File: src/rtl/ecdss_pkg.sv
// ----------------------------------------------------------------------------
// ecdss_pkg
// Shared types, widths and the sine table of the rotation counter core.
// ----------------------------------------------------------------------------
package ecdss_pkg;

    // Field widths.
    localparam int COUNT_W = 10;
    localparam int CMD_W   = 2;
    localparam int ANODE_W = 3;
    localparam int CATH_W  = 4;
    localparam int DAC_W   = 5;
    localparam int SCAN_W  = 2;

    // Count range and decimal scan.
    localparam logic [COUNT_W-1:0] COUNT_LIMIT = COUNT_W'(999);
    localparam int DIGIT_BASE  = 10;
    localparam int LAST_DIGIT  = 2;

    // Reciprocal constants: exact quotients for every count up to the limit.
    localparam int DIV10_MUL    = 205;
    localparam int DIV10_SHIFT  = 11;
    localparam int DIV100_MUL   = 41;
    localparam int DIV100_SHIFT = 12;
    localparam int PROD_W       = COUNT_W + 8;

    // Sine table.
    localparam int  TABLE_SIZE     = 256;
    localparam int  SINE_AMPLITUDE = 15;
    localparam real SINE_TURN      = 6.283;
    localparam real SINE_STEP      = SINE_TURN / real'(TABLE_SIZE);
    localparam int  PHASE_W        = $clog2(TABLE_SIZE);
    localparam int  ROM_W          = $clog2(2 * SINE_AMPLITUDE + 1);

    // State memory holds the single state word.
    localparam int STATE_DEPTH = 1;

    typedef enum logic [CMD_W-1:0] {
        CMD_SCAN = 2'd0,
        CMD_DOWN = 2'd1,
        CMD_UP   = 2'd2,
        CMD_LOAD = 2'd3
    } t_cmd;

    // State word. The held cathode and sample are rebuilt downstream from
    // the count snapshot and the phase taken at the last scan tick.
    typedef struct packed {
        logic [COUNT_W-1:0] count;
        logic [SCAN_W-1:0]  scan_pos;
        logic [ANODE_W-1:0] anode;
        logic [COUNT_W-1:0] snap;
        logic [PHASE_W-1:0] phase;
    } t_state;

    localparam int STATE_W = $bits(t_state);

    typedef logic [ROM_W-1:0] t_rom [TABLE_SIZE];

    // Table entries floor(A*sin(i*turn/size)+A), evaluated at elaboration.
    function automatic t_rom build_sine_rom();
        t_rom rom;
        real  x;
        real  v;
        for (int i = 0; i < TABLE_SIZE; i++) begin
            x = real'(i) * SINE_STEP;
            v = $floor(real'(SINE_AMPLITUDE) * $sin(x) + real'(SINE_AMPLITUDE));
            rom[i] = ROM_W'($rtoi(v));
        end
        return rom;
    endfunction

    localparam t_rom SINE_ROM = build_sine_rom();

endpackage

File: src/rtl/encoder_counter_digit_scan_sine_core.sv
// ----------------------------------------------------------------------------
// encoder_counter_digit_scan_sine_core
// Rotation counter with a three-digit multiplexed display scan and a sine
// table sample generator.
// ----------------------------------------------------------------------------
//  Channel  Direction  Handshake                 Payload
//  in       sink       i_in_valid / o_in_stall   i_cmd, i_load_value
//  out      source     o_out_valid / i_out_stall o_count_now, o_anode_select,
//                                                o_cathode_code, o_dac_level
//  cfg      sink       i_cfg_we                  i_cfg_wdata (count_top)
//
// One item per cycle sustained while the output is not stalled; each item's result
// passes the input register, digit stage and output register in that order,
// with the state update done ahead of the digit stage.
// The rate is set by the read-modify-write of the state word, with the
// written word forwarded past the registered memory read.
// Synchronous active-low reset clears all control state; no clearing pass.
// A stalled output holds its item and stalls each stage behind it in turn.
// ----------------------------------------------------------------------------
module encoder_counter_digit_scan_sine_core (
    input  logic                         i_clk,
    input  logic                         i_rst_n,
    input  logic                         i_cfg_we,
    input  logic [ecdss_pkg::COUNT_W-1:0] i_cfg_wdata,
    input  logic                         i_in_valid,
    output logic                         o_in_stall,
    input  logic [ecdss_pkg::CMD_W-1:0]   i_cmd,
    input  logic [ecdss_pkg::COUNT_W-1:0] i_load_value,
    output logic                         o_out_valid,
    input  logic                         i_out_stall,
    output logic [ecdss_pkg::COUNT_W-1:0] o_count_now,
    output logic [ecdss_pkg::ANODE_W-1:0] o_anode_select,
    output logic [ecdss_pkg::CATH_W-1:0]  o_cathode_code,
    output logic [ecdss_pkg::DAC_W-1:0]   o_dac_level
);
    import ecdss_pkg::*;

    logic   x_valid;
    logic   x_ready;
    t_state x_item;

    // Counter state update.
    ecdss_state u_state (
        .i_clk        (i_clk),
        .i_rst_n      (i_rst_n),
        .i_cfg_we     (i_cfg_we),
        .i_cfg_wdata  (i_cfg_wdata),
        .i_in_valid   (i_in_valid),
        .o_in_stall   (o_in_stall),
        .i_cmd        (i_cmd),
        .i_load_value (i_load_value),
        .o_x_valid    (x_valid),
        .o_x_item     (x_item),
        .i_x_ready    (x_ready)
    );

    // Display and sample pipeline.
    ecdss_disp u_disp (
        .i_clk          (i_clk),
        .i_rst_n        (i_rst_n),
        .i_x_valid      (x_valid),
        .i_x_item       (x_item),
        .o_x_ready      (x_ready),
        .o_out_valid    (o_out_valid),
        .i_out_stall    (i_out_stall),
        .o_count_now    (o_count_now),
        .o_anode_select (o_anode_select),
        .o_cathode_code (o_cathode_code),
        .o_dac_level    (o_dac_level)
    );

endmodule

File: src/rtl/ecdss_ram.sv
// ----------------------------------------------------------------------------
// ecdss_ram
// Generic single-clock RAM, one write port and one registered read port.
// ----------------------------------------------------------------------------
module ecdss_ram #(
    parameter int WIDTH = 8,
    parameter int DEPTH = 2
) (
    input  logic                                   i_clk,
    input  logic                                   i_we,
    input  logic [(DEPTH > 1 ? $clog2(DEPTH) : 1)-1:0] i_waddr,
    input  logic [WIDTH-1:0]                       i_wdata,
    input  logic [(DEPTH > 1 ? $clog2(DEPTH) : 1)-1:0] i_raddr,
    output logic [WIDTH-1:0]                       o_rdata
);

    logic [WIDTH-1:0] r_mem [DEPTH];
    logic [WIDTH-1:0] r_rdata;

    // Write, and read with the old contents on a same-cycle collision.
    always_ff @(posedge i_clk) begin
        if (i_we) begin
            r_mem[i_waddr] <= i_wdata;
        end
        r_rdata <= r_mem[i_raddr];
    end

    assign o_rdata = r_rdata;

endmodule

File: src/rtl/ecdss_state.sv
// ----------------------------------------------------------------------------
// ecdss_state
// Input stage and read-modify-write of the state word in the state memory.
// ----------------------------------------------------------------------------
module ecdss_state (
    input  logic                         i_clk,
    input  logic                         i_rst_n,
    input  logic                         i_cfg_we,
    input  logic [ecdss_pkg::COUNT_W-1:0] i_cfg_wdata,
    input  logic                         i_in_valid,
    output logic                         o_in_stall,
    input  logic [ecdss_pkg::CMD_W-1:0]   i_cmd,
    input  logic [ecdss_pkg::COUNT_W-1:0] i_load_value,
    output logic                         o_x_valid,
    output ecdss_pkg::t_state            o_x_item,
    input  logic                         i_x_ready
);
    import ecdss_pkg::*;

    localparam int ADDR_W = STATE_DEPTH > 1 ? $clog2(STATE_DEPTH) : 1;

    logic [COUNT_W-1:0] r_top;
    logic               r_x_v;
    t_cmd               r_x_cmd;
    logic [COUNT_W-1:0] r_x_load;
    logic               r_fwd_v;
    t_state             r_fwd;
    logic               r_init;

    logic               x_en;
    logic               adv;
    logic [COUNT_W-1:0] top;
    logic [STATE_W-1:0] ram_rd;
    t_state             cur;
    t_state             n_state;

    // Configuration register.
    always_ff @(posedge i_clk) begin
        if (!i_rst_n) begin
            r_top <= COUNT_LIMIT;
        end else if (i_cfg_we) begin
            r_top <= i_cfg_wdata;
        end
    end

    // Item register in front of the update.
    assign x_en       = !r_x_v || i_x_ready;
    assign o_in_stall = !x_en;
    assign adv        = r_x_v && i_x_ready;

    always_ff @(posedge i_clk) begin
        if (!i_rst_n) begin
            r_x_v <= 1'b0;
        end else if (x_en) begin
            r_x_v <= i_in_valid;
        end
    end

    always_ff @(posedge i_clk) begin
        if (x_en && i_in_valid) begin
            r_x_cmd  <= t_cmd'(i_cmd);
            r_x_load <= i_load_value;
        end
    end

    // State memory, read every cycle at the single entry.
    ecdss_ram #(
        .WIDTH (STATE_W),
        .DEPTH (STATE_DEPTH)
    ) u_state_ram (
        .i_clk   (i_clk),
        .i_we    (adv),
        .i_waddr (ADDR_W'(0)),
        .i_wdata (n_state),
        .i_raddr (ADDR_W'(0)),
        .o_rdata (ram_rd)
    );

    // The read issued in the cycle of a write returns old data, so the
    // written word is forwarded in its place. Before the first write the
    // entry reads as the reset state.
    always_ff @(posedge i_clk) begin
        if (!i_rst_n) begin
            r_fwd_v <= 1'b0;
            r_init  <= 1'b0;
        end else begin
            r_fwd_v <= adv;
            if (adv) begin
                r_init <= 1'b1;
            end
        end
    end

    always_ff @(posedge i_clk) begin
        if (adv) begin
            r_fwd <= n_state;
        end
    end

    always_comb begin
        if (r_fwd_v) begin
            cur = r_fwd;
        end else if (r_init) begin
            cur = t_state'(ram_rd);
        end else begin
            cur = '0;
        end
    end

    // Effective top never exceeds three digits.
    assign top = (r_top > COUNT_LIMIT) ? COUNT_LIMIT : r_top;

    // Update of the state word for one item.
    always_comb begin
        n_state = cur;
        case (r_x_cmd)
            CMD_SCAN: begin
                n_state.anode    = ANODE_W'(1) << cur.scan_pos;
                n_state.snap     = cur.count;
                n_state.scan_pos = (cur.scan_pos >= SCAN_W'(LAST_DIGIT)) ?
                                   '0 : cur.scan_pos + SCAN_W'(1);
                n_state.phase    = (cur.phase == PHASE_W'(TABLE_SIZE - 1)) ?
                                   '0 : cur.phase + PHASE_W'(1);
            end
            CMD_DOWN: begin
                n_state.count = (cur.count == '0) ? top : cur.count - COUNT_W'(1);
            end
            CMD_UP: begin
                n_state.count = (cur.count >= top) ? '0 : cur.count + COUNT_W'(1);
            end
            CMD_LOAD: begin
                n_state.count = (r_x_load > top) ? top : r_x_load;
            end
            default: begin
                n_state = cur;
            end
        endcase
    end

    assign o_x_valid = r_x_v;
    assign o_x_item  = n_state;

endmodule

File: src/rtl/ecdss_disp.sv
// ----------------------------------------------------------------------------
// ecdss_disp
// Display pipeline: digit extraction, sine table read and output register.
// ----------------------------------------------------------------------------
module ecdss_disp (
    input  logic                         i_clk,
    input  logic                         i_rst_n,
    input  logic                         i_x_valid,
    input  ecdss_pkg::t_state            i_x_item,
    output logic                         o_x_ready,
    output logic                         o_out_valid,
    input  logic                         i_out_stall,
    output logic [ecdss_pkg::COUNT_W-1:0] o_count_now,
    output logic [ecdss_pkg::ANODE_W-1:0] o_anode_select,
    output logic [ecdss_pkg::CATH_W-1:0]  o_cathode_code,
    output logic [ecdss_pkg::DAC_W-1:0]   o_dac_level
);
    import ecdss_pkg::*;

    logic               r_p1_v;
    logic [COUNT_W-1:0] r_p1_count;
    logic [ANODE_W-1:0] r_p1_anode;
    logic [COUNT_W-1:0] r_p1_dig;
    logic [DAC_W-1:0]   r_p1_dac;

    logic               r_out_v;
    logic [COUNT_W-1:0] r_out_count;
    logic [ANODE_W-1:0] r_out_anode;
    logic [CATH_W-1:0]  r_out_cath;
    logic [DAC_W-1:0]   r_out_dac;

    logic               p1_en;
    logic               p2_en;
    logic [PROD_W-1:0]  prod_tens;
    logic [PROD_W-1:0]  prod_hund;
    logic [COUNT_W-1:0] sel_dig;
    logic [DAC_W-1:0]   sel_dac;
    logic [PROD_W-1:0]  prod_mod;
    logic [COUNT_W-1:0] quot;
    logic [CATH_W-1:0]  cath;

    assign p2_en     = !r_out_v || !i_out_stall;
    assign p1_en     = !r_p1_v || p2_en;
    assign o_x_ready = p1_en;

    // Shift the shown digit down to the units place; the sample is zero
    // until the first scan tick.
    assign prod_tens = PROD_W'(i_x_item.snap) * PROD_W'(DIV10_MUL);
    assign prod_hund = PROD_W'(i_x_item.snap) * PROD_W'(DIV100_MUL);

    always_comb begin
        if (i_x_item.anode[2]) begin
            sel_dig = COUNT_W'(prod_hund >> DIV100_SHIFT);
        end else if (i_x_item.anode[1]) begin
            sel_dig = COUNT_W'(prod_tens >> DIV10_SHIFT);
        end else begin
            sel_dig = i_x_item.snap;
        end
    end

    assign sel_dac = (i_x_item.anode != '0) ? DAC_W'(SINE_ROM[i_x_item.phase]) : '0;

    always_ff @(posedge i_clk) begin
        if (!i_rst_n) begin
            r_p1_v <= 1'b0;
        end else if (p1_en) begin
            r_p1_v <= i_x_valid;
        end
    end

    always_ff @(posedge i_clk) begin
        if (p1_en && i_x_valid) begin
            r_p1_count <= i_x_item.count;
            r_p1_anode <= i_x_item.anode;
            r_p1_dig   <= sel_dig;
            r_p1_dac   <= sel_dac;
        end
    end

    // Units digit of the shifted value.
    assign prod_mod = PROD_W'(r_p1_dig) * PROD_W'(DIV10_MUL);
    assign quot     = COUNT_W'(prod_mod >> DIV10_SHIFT);
    assign cath     = CATH_W'(r_p1_dig - COUNT_W'(quot * COUNT_W'(DIGIT_BASE)));

    // Output register.
    always_ff @(posedge i_clk) begin
        if (!i_rst_n) begin
            r_out_v <= 1'b0;
        end else if (p2_en) begin
            r_out_v <= r_p1_v;
        end
    end

    always_ff @(posedge i_clk) begin
        if (p2_en && r_p1_v) begin
            r_out_count <= r_p1_count;
            r_out_anode <= r_p1_anode;
            r_out_cath  <= cath;
            r_out_dac   <= r_p1_dac;
        end
    end

    assign o_out_valid    = r_out_v;
    assign o_count_now    = r_out_count;
    assign o_anode_select = r_out_anode;
    assign o_cathode_code = r_out_cath;
    assign o_dac_level    = r_out_dac;

endmodule

File: config.mk
export PLATFORM = sky130hd
export DESIGN_NAME = encoder_counter_digit_scan_sine_core
export DESIGN_NICKNAME = d
export VERILOG_FILES = /design/src/rtl/ecdss_pkg.sv /design/src/rtl/encoder_counter_digit_scan_sine_core.sv /design/src/rtl/ecdss_ram.sv /design/src/rtl/ecdss_state.sv /design/src/rtl/ecdss_disp.sv
export SDC_FILE = /design/constraint.sdc
export NUM_CORES = 1
export LEC_CHECK = 0
export BUFFER_PORTS_ARGS = -buffer_cell sky130_fd_sc_hd__buf_4
export CORE_MARGIN = 5
export CORE_UTILIZATION = 35
export CTS_CLUSTER_SIZE = 28
export DETAILED_ROUTE_END_ITERATION = 10
export GPL_TIMING_DRIVEN = 0
export PLACE_DENSITY_LB_ADDON = 0.15
export SETUP_SLACK_MARGIN = 0.2
export SLEW_MARGIN = 20
export SYNTH_ARGS = -nofsm -noshare
export SYNTH_HDL_FRONTEND = slang
export SYNTH_SLANG_ARGS = --single-unit
export TNS_END_PERCENT = 1
File: constraint.sdc
create_clock -name i_clk -period 7.1 [get_ports i_clk]
set_input_delay 1.42 -clock i_clk [delete_from_list [all_inputs] [get_ports i_clk]]
set_output_delay 1.42 -clock i_clk [all_outputs]
set_load 0.03 [all_outputs]
### Yosys cells after proc, flatten, opt, wreduce, memory -nomap -nowiden

Memory sizes are Yosys's and may differ from the RTL's. A register that Yosys moved wholly into a read port is not among the register bits.
Index checks and enable logic that the tools add are counted.
Widths: inputs -> output; s select.

* shift operators: 1
* mux-type cells: 14
* equality and inequality tests: 4
* multiply operators: 4
* add/subtract/negate cells: 5
* reduce and logical (&&, ||, !) cells: 16
* divide/modulo/power cells: 0
* bitwise gates (word level): 1
* $lt $le $gt $ge: 4

Operators by type and width (count)
* $mux 33: 2
* $mux 10: 4
* $mul 10x8->18 const B: 2
* $pmux 10 s3: 1
* $mux 23: 1
* $mul 10x6->16 const B: 1
* $add 10x1->10 const B: 1
* $ge 10x10->1: 1
* $gt 10x10->1: 1
* $gt 10x10->1 const B: 1
* $logic_not 10->1: 1
* $sub 10x1->10 const B: 1
* $not 8->9: 1
* $add 8x1->8 const B: 1
* $eq 8x8->1 const B: 1
* $mux 8: 1
* $mul 7x3->3 const B: 1
* $mux 7: 1
* $logic_not 1->1: 6
* $eq 2x2->1 const B: 2
* $mux 4: 1
* $sub 4x4->4: 1
* $logic_and 1x1->1: 3
* $logic_or 1x1->1: 3
* 9 further kinds: 10

* input bits: 27
* bits in writable memories: 33
* latch bits: 0
* register bits: 92
* memory bits (read-only): 1280
* memories: 2
* logic and storage cells: 71

Memories
* (name not given): words 256, bits a word 5, rd ports 1, clocked after memory_dff 1, write ports 0, RTL line ecdss_disp.sv:61 `assign sel_dac = (i_x_item.anode != '0) ? DAC_W'(SINE_ROM[i_x_item.phase]) : '0;`
* u_state.u_state_ram.r_mem: words 1, bits a word 33, rd ports 1, clocked after memory_dff 1, write ports 1, RTL line ecdss_ram.sv:17 `logic [WIDTH-1:0] r_mem [DEPTH];`

### Longest topological paths before layout

Gate-level depths: netlist (run 1).

* depth in word-level cells: 8
* mapped depth: 23
* gate-level depth less buffers: 21

### Hierarchy

Synthesis (run 1) repeated with hierarchy kept, for this count alone.

* cell total of the unflattened synthesis: 1064
* area total of the unflattened synthesis: 11491.0 um2

By module, submodules not included
* ecdss_disp: area each 5935.7 um2, cells each 589, sequential area each 1541.5 um2, times used 1
* ecdss_state: area each 3903.7 um2, cells each 409, sequential area each 1611.5 um2, times used 1
* ecdss_ram: area each 1651.6 um2, cells each 66, sequential area each 1651.6 um2, times used 1

### Worst setup path after synthesis (run 1)

Ideal clock, no wire load.

* kind: register to register
* from: reg u_state.r_fwd_v
* to: reg u_disp.r_p1_dig[6], data pin
* cell stages (with the launch flop): 24
* buffers on the path: 3
* arrival: 5.263 ns
* slack: 1.578 ns
* library setup time: 0.259 ns
* required time: 6.841 ns
* cell sequence: dfxtp_1 > buf_4 > buf_2 > buf_2 > a22oi_1 > inv_1 > o21ai_0 > inv_1 > ha_1 > inv_1 > fa_1 > inv_1 > fa_1 > inv_1 > fa_1 > inv_1 > ha_1 > and4_1 > a21oi_1 > o211ai_1 > nand2_1 > o21ai_0 > nor2_1 > a211o_1

RTL lines
* from (decl): RTL line ecdss_state.sv:26 `logic r_fwd_v;`
* from (signal assigned): RTL line ecdss_state.sv:87 `r_fwd_v <= adv;`
* to (signal assigned): RTL line ecdss_disp.sv:75 `r_p1_dig <= sel_dig;`
* to (decl): RTL line ecdss_disp.sv:23 `logic [COUNT_W-1:0] r_p1_dig;`

==> results.ini, run 1 <==
[synth]
yosys_warnings = 0
synth_most_common_cell = ha_1
syn_avg_cell_area_um2 = 9.90
yosysTopAreaCellShare = 0.242
yosysTopAreaCell = edfxtp_1
ys_types = 80
yosys-top-cells-count = 147 x ha_1, 136 x inv_1, 82 x edfxtp_1
async_flop_share = 0
synthTopCellsByArea = edfxtp_1 24%, ha_1 18%, dfxtp_1 9.5%
ys.flop_type = edfxtp_1
syn_nets = 1239
syn-instance-count = 1027
synth_edf_count = 82
yosysSeqAreaShare = 0.337
synth_area_um2 = 10200
ys_ff_latch = 130

[critical_path]
crit_required_ns = 7.30
critPathMaxFanout = 10
endpoint_kind = register
start_kind = register
crit_arrival_ns = 6.61
critPathKind = reg -> reg

[detailed_routing]
drt-total-wl_um = 26300
vias = 7808
drc = 0
ant_nets = 0
drtPass1Iterations = 5
via_per_inst = 5.23
drt_iter0_drc = 567
wl_per_cell_um = 17.6

[placed_design]
io_buffer_count = 49
place_congestion = 0.903
dp.final_hpwl_um = 20500
dp_slack_ns = -0.343

[sta]
fin_skew_ns = 0.0164
rsz0062_at_grt = false
drv_slew = 0
hold_violations = 0
setup_viol_count_final = 0
fin_crit_ns = 6.41
max-slew-margin-rel = 0.416
min_period_over_period = 0.903
max_freq_ghz = 0.156
finalWorstSetupSlack_ns = 0.692
tightestPinTransition_ns = 0.872

[global_route]
grt_overflow = 0
grt_first_pass_wirelength_um = 42600
grt_max_degree = 50
track_usage = 0.162
grt_pass1_vias = 7776
antenna_found_initial = 0

[clock_network]
cts_tree = yes
clkSinkCount = 130
clockBufferDepth = 2
htreeDepth = 4
cts_root_buffer = clkbuf_16
clock_latency_ns = 0.42
path_clk_slew_ns = 0.06
cts.hold.buffers_added = 0
cts_buffers = 17

[die]
dieHeight_um = 180
initial_utilization = 0.354
die_area_um2 = 32500
rows = 62
pin_count = 51
fp.coreArea_um2 = 28700
dieWidth_um = 180

[final_layout]
syn_to_final_growth_pct = 15.3
antenna_cells = 0
final_nets = 1309
fillers = 2875
drive_above_1_share = 0.125
regArea_um2 = 3420
post-route-util = 0.408
multi_input_area_um2 = 6110

[pwr]
p_leak_nw = 5.34
p_per_area_nw_per_um2 = 248
vdd_drop_max_v = 0.000139

[worst_hold_path]
hold_path.class = reg -> reg

[flow_run]
cap_violations = 0

[outcome]
status = finished, final reports clean

-- per-layer routing --
layer	up-vias	track usage	wire length (um)
met5	-	0	0
met4	0	0.0433	407
met3	24	0.0226	918
met2	164	0.257	11900
met1	3767	0.234	13100
li1	3853	-	-
-- through the flow --
step                setup TNS (ns)  hold WS, ns  cells  power (mW)  area (um2)
floorplan                        0        0.343   1027        1.78       10200
global placement             -1.71        0.351   1460        2.06       11000
detailed placement           -1.28        0.356   1461        2.07       11100
CTS                              0        0.373   1493        2.94       11700
global route                     0        0.379   1494        3.14       11700
finish                           0        0.369   1494        2.90       11700
-- worst paths after layout --
check                                                start                                      to  slack (ns)  cells past startpoint
worst max-delay path            u_state.r_fwd_v$_SDFF_PN0_            u_disp.r_p1_dig[2]$_DFFE_PP_        0.69                     23
worst min-delay path            u_state.r_fwd[8]$_DFFE_PP_  u_state.u_state_ram.o_rdata[8]$_DFF_P_        0.37                      0
worst max register to register  u_state.r_fwd_v$_SDFF_PN0_            u_disp.r_p1_dig[2]$_DFFE_PP_        0.69                     23
worst min register to register  u_state.r_fwd[8]$_DFFE_PP_  u_state.u_state_ram.o_rdata[8]$_DFF_P_        0.37                      0
-- power by group --
group | total (mW) | leakage (nW) | internal [mW] | switching (mW)
Sequential | 0.912 | 1.18 | 0.882 | 0.0304
Clock | 0.853 | 0.295 | 0.522 | 0.331
Combinational | 1.14 | 3.86 | 0.479 | 0.656
Total | 2.90 | 5.34 | 1.88 | 1.02
-- layout make-up --
class,count,area share
repair buffers,51,0.0344
well taps,384,0.0410
flip-flops and latches,130,0.292
inverters,141,0.0452
multi-input cells,720,0.521
clock inverters,9,0.00523
plain buffers,36,0.0160
clock buffers,23,0.0445
-- state kept, by name, summed over array words and instances, names as in the netlist --
name / cells
u_state.r_x_load: 10
u_state.r_top: 10
u_disp.o_count_now: 10
u_state.o_x_valid: 1
u_state.u_state_ram.o_rdata: 33
u_disp.o_anode_select: 3
u_disp.o_dac_level: 5
u_state.r_x_cmd: 2
u_state.u_state_ram.r_mem: 5
u_disp.o_out_valid: 1
u_disp.r_p1_dig: 10
u_state.r_fwd_v: 1
u_disp.r_p1_dac: 5
u_state.r_init: 1
u_disp.o_cathode_code: 4
u_disp.r_p1_count: 9
u_state.r_fwd: 17
u_disp.r_p1_v: 1
u_disp.r_p1_anode: 2
-- worst max-delay path: stages, from the launching register on --
cell and delay (ns):
dfxtp_1 0.40, buf_4 0.23, nor2b_2 0.35, buf_2 0.38, buf_1 0.46, a221o_1 0.25, o21ai_2 0.13, inv_1 0.24
ha_1 0.20, inv_1 0.06, fa_1 0.53, inv_1 0.05, fa_1 0.55, inv_1 0.07, fa_1 0.53, inv_1 0.04
ha_1 0.31, and4_1 0.16, a21oi_1 0.16, o21ai_0 0.20, o31ai_1 0.29, xnor2_1 0.18, nand2_1 0.10, a22oi_1 0.31
-- cells by family after synthesis --
family          count (synthesis)  share of synthesized area
compound gates                251                      0.173
xor+xnor                       31                     0.0293
fa+ha+maj                     185                      0.256
buf+inv                       177                     0.0703
flops                         130                      0.337
mux                            20                     0.0223
simple gates                  233                      0.112
-- placed cells by master (no fill, tap or decap), types with 11 or more instances in the layout --
| master | synthesis | final |
|---|---|---|
| buf_4 | 1 | 51 |
| o211ai_1 | 21 | 21 |
| mux2i_1 | 17 | 17 |
| xnor2_1 | 22 | 22 |
| fa_1 | 38 | 38 |
| a22oi_1 | 14 | 12 |
| nand2_1 | 60 | 60 |
| a21oi_1 | 56 | 51 |
| inv_1 | 136 | 136 |
| nor3_1 | 22 | 22 |
| clkbuf_1 | 16 | 17 |
| and3_1 | 12 | 12 |
| ha_1 | 147 | 147 |
| nor2_1 | 58 | 57 |
| o21ai_0 | 38 | 35 |
| nand4_1 | 11 | 11 |
| nand3_1 | 23 | 23 |
| buf_2 | 13 | 13 |
| o21a_1 | 13 | 13 |
| clkbuf_16 | 0 | 20 |
| dfxtp_1 | 48 | 48 |
| edfxtp_1 | 82 | 82 |
-- what timing repair did --
item,CTS,global route
resized for setup,7,11
pin swaps,0,1
setup endpoints to repair,7,7
gates cloned,0,0
buffers inserted,0,1
(Power assumes the default switching activity.)
==> run 2: changes to the inputs <==
--- a/config.mk
+++ b/config.mk
@@ -11,7 +11,7 @@
 export CTS_CLUSTER_SIZE = 28
 export DETAILED_ROUTE_END_ITERATION = 10
 export GPL_TIMING_DRIVEN = 0
-export PLACE_DENSITY_LB_ADDON = 0.15
+export PLACE_DENSITY = 0.59
 export SETUP_SLACK_MARGIN = 0.2
 export SLEW_MARGIN = 20
 export SYNTH_ARGS = -nofsm -noshare
==> results.ini, run 2 (synthesized netlist as in run 1, its figures left out) <==
[pwr]
pwr-share-comb = 0.392  ; about the same
pwr-share-clk = 0.294  ; about the same
vdd_drop_max_v = 0.000202  ; +46%
switchingPower_mw = 1.01  ; -0.84%
p_per_area_nw_per_um2 = 248  ; +0.23%
seq_power_share = 0.314  ; about the same
netSwitchingFraction = 0.348  ; -0.00305
p_int_mw = 1.89  ; +0.50%
finalPower_mw = 2.90  ; about the same
p_leak_nw = 5.32  ; -0.42%

[final_layout]
largest_reg_flops = 33  ; unchanged
layout_common_cells = 147 x ha_1, 136 x inv_1, 82 x edfxtp_1, 60 x nand2_1, 57 x nor2_1
stdcell_count = 1494  ; unchanged
drive_above_1_share = 0.122  ; -0.00360
multi_input_area_um2 = 6090  ; -0.29%
fillers = 2837  ; -1.3%
regArea_um2 = 3420  ; unchanged
post-route-util = 0.407  ; -0.000828
antenna_cells = 0  ; unchanged
syn_to_final_growth_pct = 15.1
final_nets = 1309  ; unchanged
final_common_cell = ha_1

[die]
rows = 62  ; unchanged
fp.coreArea_um2 = 28700  ; unchanged
dieWidth_um = 180  ; unchanged
die_area_um2 = 32500  ; unchanged
dieHeight_um = 180  ; unchanged
initial_utilization = 0.354  ; unchanged
pin_count = 51  ; unchanged

[detailed_routing]
wl_per_cell_um = 17.1  ; -2.7%
drt-total-wl_um = 25600  ; -2.7%
drc = 0  ; unchanged
vias = 7977  ; +2.2%
ant_nets = 0  ; unchanged
drtPass1Iterations = 5  ; unchanged
drt_iter0_drc = 609  ; +7.4%
via_per_inst = 5.34  ; +2.2%

[clock_network]
cts_buffers = 17  ; unchanged
cts_root_buffer = clkbuf_16
path_clk_slew_ns = 0.06  ; about the same
cts_tree = yes
clockBufferDepth = 2  ; unchanged
clkSinkCount = 130  ; unchanged
clock_latency_ns = 0.42  ; about the same
htreeDepth = 4  ; unchanged

[global_route]
grt_overflow = 0  ; unchanged
antenna_found_initial = 0  ; unchanged
track_usage = 0.157  ; -0.00482
grt_pass1_vias = 7944  ; +2.2%
grt_first_pass_wirelength_um = 41800  ; -1.9%
grt_max_degree = 50  ; unchanged

[critical_path]
critPathMaxFanout = 10  ; unchanged
timing.rr.start = u_state.r_fwd_v$_SDFF_PN0_
start_kind = register
r2r.worst_path.cells = 23  ; unchanged
crit_required_ns = 7.30  ; about the same
r2r_setup_slack_ns = 0.67  ; -0.02 ns
endpoint_kind = register
crit_arrival_ns = 6.64  ; +0.03 ns
r2r_end = u_disp.r_p1_dig[2]$_DFFE_PP_
critPathKind = reg -> reg

[sta]
fin_crit_ns = 6.43  ; +0.0249 ns
fin_skew_ns = 0.00906  ; -0.00736 ns
finalSetupTns_ns = 0  ; unchanged
finalWorstSetupSlack_ns = 0.667  ; -0.0249 ns
rsz0062_at_grt = false
max-slew-margin-rel = 0.473  ; +0.0567
min_period_over_period = 0.906  ; +0.00351
drv_slew = 0  ; unchanged
setup_viol_count_final = 0  ; unchanged
hold_violations = 0  ; unchanged
max_freq_ghz = 0.155  ; -0.39%
tightestPinTransition_ns = 0.787  ; -0.0848 ns

[worst_hold_path]
hp-start = u_state.r_fwd[11]$_DFFE_PP_
min_to = u_state.u_state_ram.o_rdata[11]$_DFF_P_
hold_path.class = reg -> reg
hold_path_depth = 0  ; unchanged

[placed_design]
io_buffer_count = 49  ; unchanged
place_congestion = 0.880  ; -2.5%
dp.final_hpwl_um = 19900  ; -3.0%
dp.cells = 1461  ; unchanged
dp_slack_ns = -0.137  ; +0.206 ns

[flow_run]
cap_violations = 0  ; unchanged

[outcome]
status = finished, final reports clean

[run 2: cell types whose count changed in the layout (fill, tap and decap cells not counted), moves of 2 or more]
cell        delta
inv_4          -3
clkbuf_1       +2
clkbuf_16      -2
clkbuf_8       +2
clkinvlp_4     +2
inv_6          -2
[run 2: worst max-delay path, stage by stage, from the launching register on]
cell and delay (ns):
dfxtp_1 0.53, buf_4 0.27, buf_2 0.26, buf_2 0.31, buf_1 0.45, a221o_1 0.26, o21ai_2 0.11, inv_1 0.24
ha_1 0.21, inv_1 0.06, fa_1 0.53, inv_1 0.06, fa_1 0.54, inv_1 0.06, fa_1 0.54, inv_1 0.04
ha_1 0.31, and4_1 0.15, a21oi_1 0.14, o21ai_0 0.21, o31ai_1 0.31, xnor2_1 0.19, nand2_1 0.11, a22oi_1 0.32
[run 2: metrics by stage]
step           hold WS [ns]  cell area (um2)
2_1_floorplan         0.343            10200
3_3_place_gp          0.345            11000
3_5_place_dp          0.358            11100
4_1_cts               0.368            11600
5_1_grt               0.383            11700
6_report              0.370            11700
[run 2: layout make-up]
| class | count | area share |
|---|---|---|
| Inverter | 141 | 0.0453 |
| Timing Repair Buffer | 51 | 0.0345 |
| Tap cell | 384 | 0.0411 |
| Clock inverter | 7 | 0.00599 |
| Buffer | 36 | 0.0161 |
| Multi-Input combinational cell | 720 | 0.521 |
| Sequential cell | 130 | 0.293 |
| Clock buffer | 25 | 0.0433 |
[run 2: routing by layer]
layer,vias up,share of wire,track usage,routed length [um]
li1,3859,-,-,-
met1,3868,0.48,0.220,12200
met2,224,0.46,0.255,11700
met3,26,0.053,0.0256,1370
met4,0,0.011,0.0433,291
met5,-,0,0,0
[run 2: power groups by stage]
stage	clock (mW)	sequential, mW	combinational, mW
floorplan	0	0.938	0.841
global placement	0	0.927	1.11
detailed placement	0	0.926	1.13
CTS	0.866	0.911	1.14
global route	0.901	0.916	1.31
finish	0.852	0.911	1.14
[run 2: timing repair]
action	4_1_cts	5_1_grt
pin swaps	0	1
buffers inserted	0	1
setup endpoints to repair	7	6
resized for setup	5	12
hold buffers	0	0
[run 2: worst max-delay path by stage]
stage | startpoint | end | slack (ns) | depth (start not counted)
finish | u_state.r_fwd_v$_SDFF_PN0_ | u_disp.r_p1_dig[2]$_DFFE_PP_ | 0.67 | 23
global route | u_state.r_fwd_v$_SDFF_PN0_ | u_disp.r_p1_dig[2]$_DFFE_PP_ | 0.23 | 22
CTS | u_state.r_fwd_v$_SDFF_PN0_ | u_disp.r_p1_dig[2]$_DFFE_PP_ | 0.29 | 21
detailed placement | u_state.r_fwd_v$_SDFF_PN0_ | u_disp.r_p1_dig[2]$_DFFE_PP_ | -0.14 | 23
global placement | u_state.r_fwd_v$_SDFF_PN0_ | u_disp.r_p1_dig[2]$_DFFE_PP_ | -0.21 | 23
floorplan | u_state.r_fwd_v$_SDFF_PN0_ | u_disp.r_p1_dig[6]$_SDFFCE_PP0P_ | 1.58 | 23
==> run 3: changes to the inputs <==
--- a/config.mk
+++ b/config.mk
@@ -8,10 +8,11 @@
 export BUFFER_PORTS_ARGS = -buffer_cell sky130_fd_sc_hd__buf_4
 export CORE_MARGIN = 5
 export CORE_UTILIZATION = 35
+export CTS_CLUSTER_DIAMETER = 60
 export CTS_CLUSTER_SIZE = 28
 export DETAILED_ROUTE_END_ITERATION = 10
 export GPL_TIMING_DRIVEN = 0
-export PLACE_DENSITY = 0.59
+export PLACE_DENSITY = 0.61
 export SETUP_SLACK_MARGIN = 0.2
 export SLEW_MARGIN = 20
 export SYNTH_ARGS = -nofsm -noshare
==> constraint.sdc (replaced) <==
create_clock -name i_clk -period 5.3 [get_ports i_clk]
set_input_delay 1.06 -clock i_clk [delete_from_list [all_inputs] [get_ports i_clk]]
set_output_delay 1.06 -clock i_clk [all_outputs]
set_load 0.03 [all_outputs]
==> results.ini, run 3 (synthesized netlist as in run 1, its figures left out) <==
[die]
rows = 62  ; unchanged
pin_count = 51  ; unchanged
fp.coreArea_um2 = 28700  ; unchanged
dieWidth_um = 180  ; unchanged
dieHeight_um = 180  ; unchanged
die_area_um2 = 32500  ; unchanged
initial_utilization = 0.354  ; unchanged

[sta]
finalWorstSetupSlack_ns = 0.151  ; -0.516 ns
max-slew-margin-rel = 0.296  ; -0.176
hold_violations = 0  ; unchanged
max_freq_ghz = 0.194  ; +25%
hold_slack_ns = 0.379  ; +0.00845 ns
rsz0062_at_grt = true
tightestPinTransition_ns = 1.05  ; +0.262 ns
drv_slew = 0  ; unchanged
fin_crit_ns = 5.15  ; -1.28 ns
setup_viol_count_final = 0  ; unchanged
min_period_over_period = 0.972  ; +0.0655
fin_skew_ns = 0.0105  ; +0.00145 ns

[final_layout]
final_nets = 1347  ; +2.9%
largest_reg_flops = 33  ; unchanged
post-route-util = 0.428  ; +0.0202
stdcell_count = 1532  ; +2.5%
antenna_cells = 0  ; unchanged
drive_above_1_share = 0.183  ; +0.0613
syn_to_final_growth_pct = 20.8
final_common_cell = ha_1
layout_common_cells = 142 x ha_1, 129 x inv_1, 89 x buf_4, 82 x edfxtp_1, 60 x nand2_1

[detailed_routing]
ant_nets = 0  ; unchanged
drt-total-wl_um = 25900  ; +1.3%
vias = 8151  ; +2.2%
drt_iter0_drc = 630  ; +3.4%
via_per_inst = 5.32  ; -0.35%
drtPass1Iterations = 7  ; +2
drc = 0  ; unchanged
wl_per_cell_um = 16.9  ; -1.2%

[critical_path]
crit_arrival_ns = 5.30  ; -1.34 ns
endpoint_kind = register
critPathTopFamily = adder cells
cp.buffers_inverters = 7  ; -2
slowest_delay_ns = 0.54  ; about the same
cpMaxStageDelayCell = fa_1
critPathMaxFanout = 10  ; unchanged
crit_required_ns = 5.45  ; -1.85 ns
start_kind = register
critPathKind = reg -> reg
cp_cell_sequence = buf_6, buf_4, nor2_4, clkbuf_8, clkbuf_8, a21oi_2, buf_4, ha_1, xor2_1, ha_1, a21o_1, fa_1, inv_2, fa_1, inv_2, ha_4, nand4_1, o211ai_1, nand2_1, o21ai_2, nor2_1, a211o_1

[placed_design]
place_congestion = 0.924  ; +4.9%
io_buffer_count = 49  ; unchanged
dp_slack_ns = -1.18  ; -1.04 ns
dp.final_hpwl_um = 19800  ; -0.41%
dp.cells = 1461  ; unchanged

[global_route]
grt_first_pass_wirelength_um = 42200  ; +0.86%
grt_max_degree = 50  ; unchanged
grt_overflow = 0  ; unchanged
antenna_found_initial = 0  ; unchanged
track_usage = 0.159  ; +0.00156
grt_pass1_vias = 8026  ; +1.0%

[worst_hold_path]
hold_path.class = reg -> reg

[clock_network]
clock_latency_ns = 0.42  ; about the same
cts_tree = yes
cts_buffers = 17  ; unchanged
path_clk_slew_ns = 0.06  ; about the same
clockBufferDepth = 2  ; unchanged
htreeDepth = 4  ; unchanged
cts_root_buffer = clkbuf_16
clkSinkCount = 130  ; unchanged

[pwr]
pwr-share-clk = 0.282  ; -0.012
p_int_mw = 2.56  ; +35%
p_leak_nw = 5.55  ; +4.3%
switchingPower_mw = 1.42  ; +41%
pwr-share-comb = 0.412  ; +0.020
p_per_area_nw_per_um2 = 325  ; +31%
netSwitchingFraction = 0.357  ; +0.00958
vdd_drop_max_v = 0.000243  ; +20%
seq_power_share = 0.306  ; -0.008

[flow_run]
cap_violations = 0  ; unchanged

[outcome]
status = finished, final reports clean

run 3: cell count changes in the layout (fill, tap and decap cells not counted), moves of 5 or more:
cell      previous run  this run
clkbuf_1            19        13
inv_1              136       129
buf_4               51        89
ha_4                 0         5
ha_1               147       142
a21oi_1             51        46
inv_2                2         7
run 3: per-layer routing:
layer	share of wire	global-route usage	vias to the layer above
met5	0	0	-
met4	0.013	0.0478	0
met3	0.056	0.0283	24
met2	0.47	0.257	229
met1	0.46	0.219	3947
li1	-	-	3951
run 3: path summary, 6_finish.rpt:
| path | startpoint | end | slack, ns | cells after the start |
|---|---|---|---|---|
| max | u_state.r_x_cmd[0]$_DFFE_PP_ | u_disp.r_p1_dig[6]$_SDFFCE_PP0P_ | 0.15 | 22 |
| min | u_state.r_fwd[11]$_DFFE_PP_ | u_state.u_state_ram.o_rdata[11]$_DFF_P_ | 0.38 | 0 |
| max reg2reg | u_state.r_x_cmd[0]$_DFFE_PP_ | u_disp.r_p1_dig[6]$_SDFFCE_PP0P_ | 0.15 | 22 |
| min reg2reg | u_state.r_fwd[11]$_DFFE_PP_ | u_state.u_state_ram.o_rdata[11]$_DFF_P_ | 0.38 | 0 |
run 3: cell type report:
cell class                      instances  area [um2]
Tap cell                              384         480
Multi-Input combinational cell        720        6290
Inverter                              141         534
Clock buffer                           18         439
Timing Repair Buffer                   89         688
Clock inverter                         14         131
Fill cell                            2760       16400
Buffer                                 36         279
Sequential cell                       130        3430
run 3: stage by stage:
step,setup TNS [ns],instance area [um2],power [mW]
finish,0,12300,3.99
global route,-0.0473,12300,4.30
floorplan,0,10200,2.39
detailed placement,-7.52,11100,2.76
CTS,0,12200,3.99
global placement,-7.51,11000,2.73
run 3: repair_timing:
action / CTS / global route
hold buffers: 0 / 0
endpoints found under the setup margin: 12 / 9
pin swaps: 23 / 2
buffers inserted: 31 / 8
gates resized for setup: 71 / 6
run 3: power by group through the flow:
stage	combinational, mW	sequential (mW)	clock (mW)
after floorplan	1.13	1.26	0
after global placement	1.49	1.24	0
after detailed placement	1.52	1.24	0
after CTS	1.62	1.22	1.14
after global routing	1.88	1.23	1.19
final	1.64	1.22	1.12
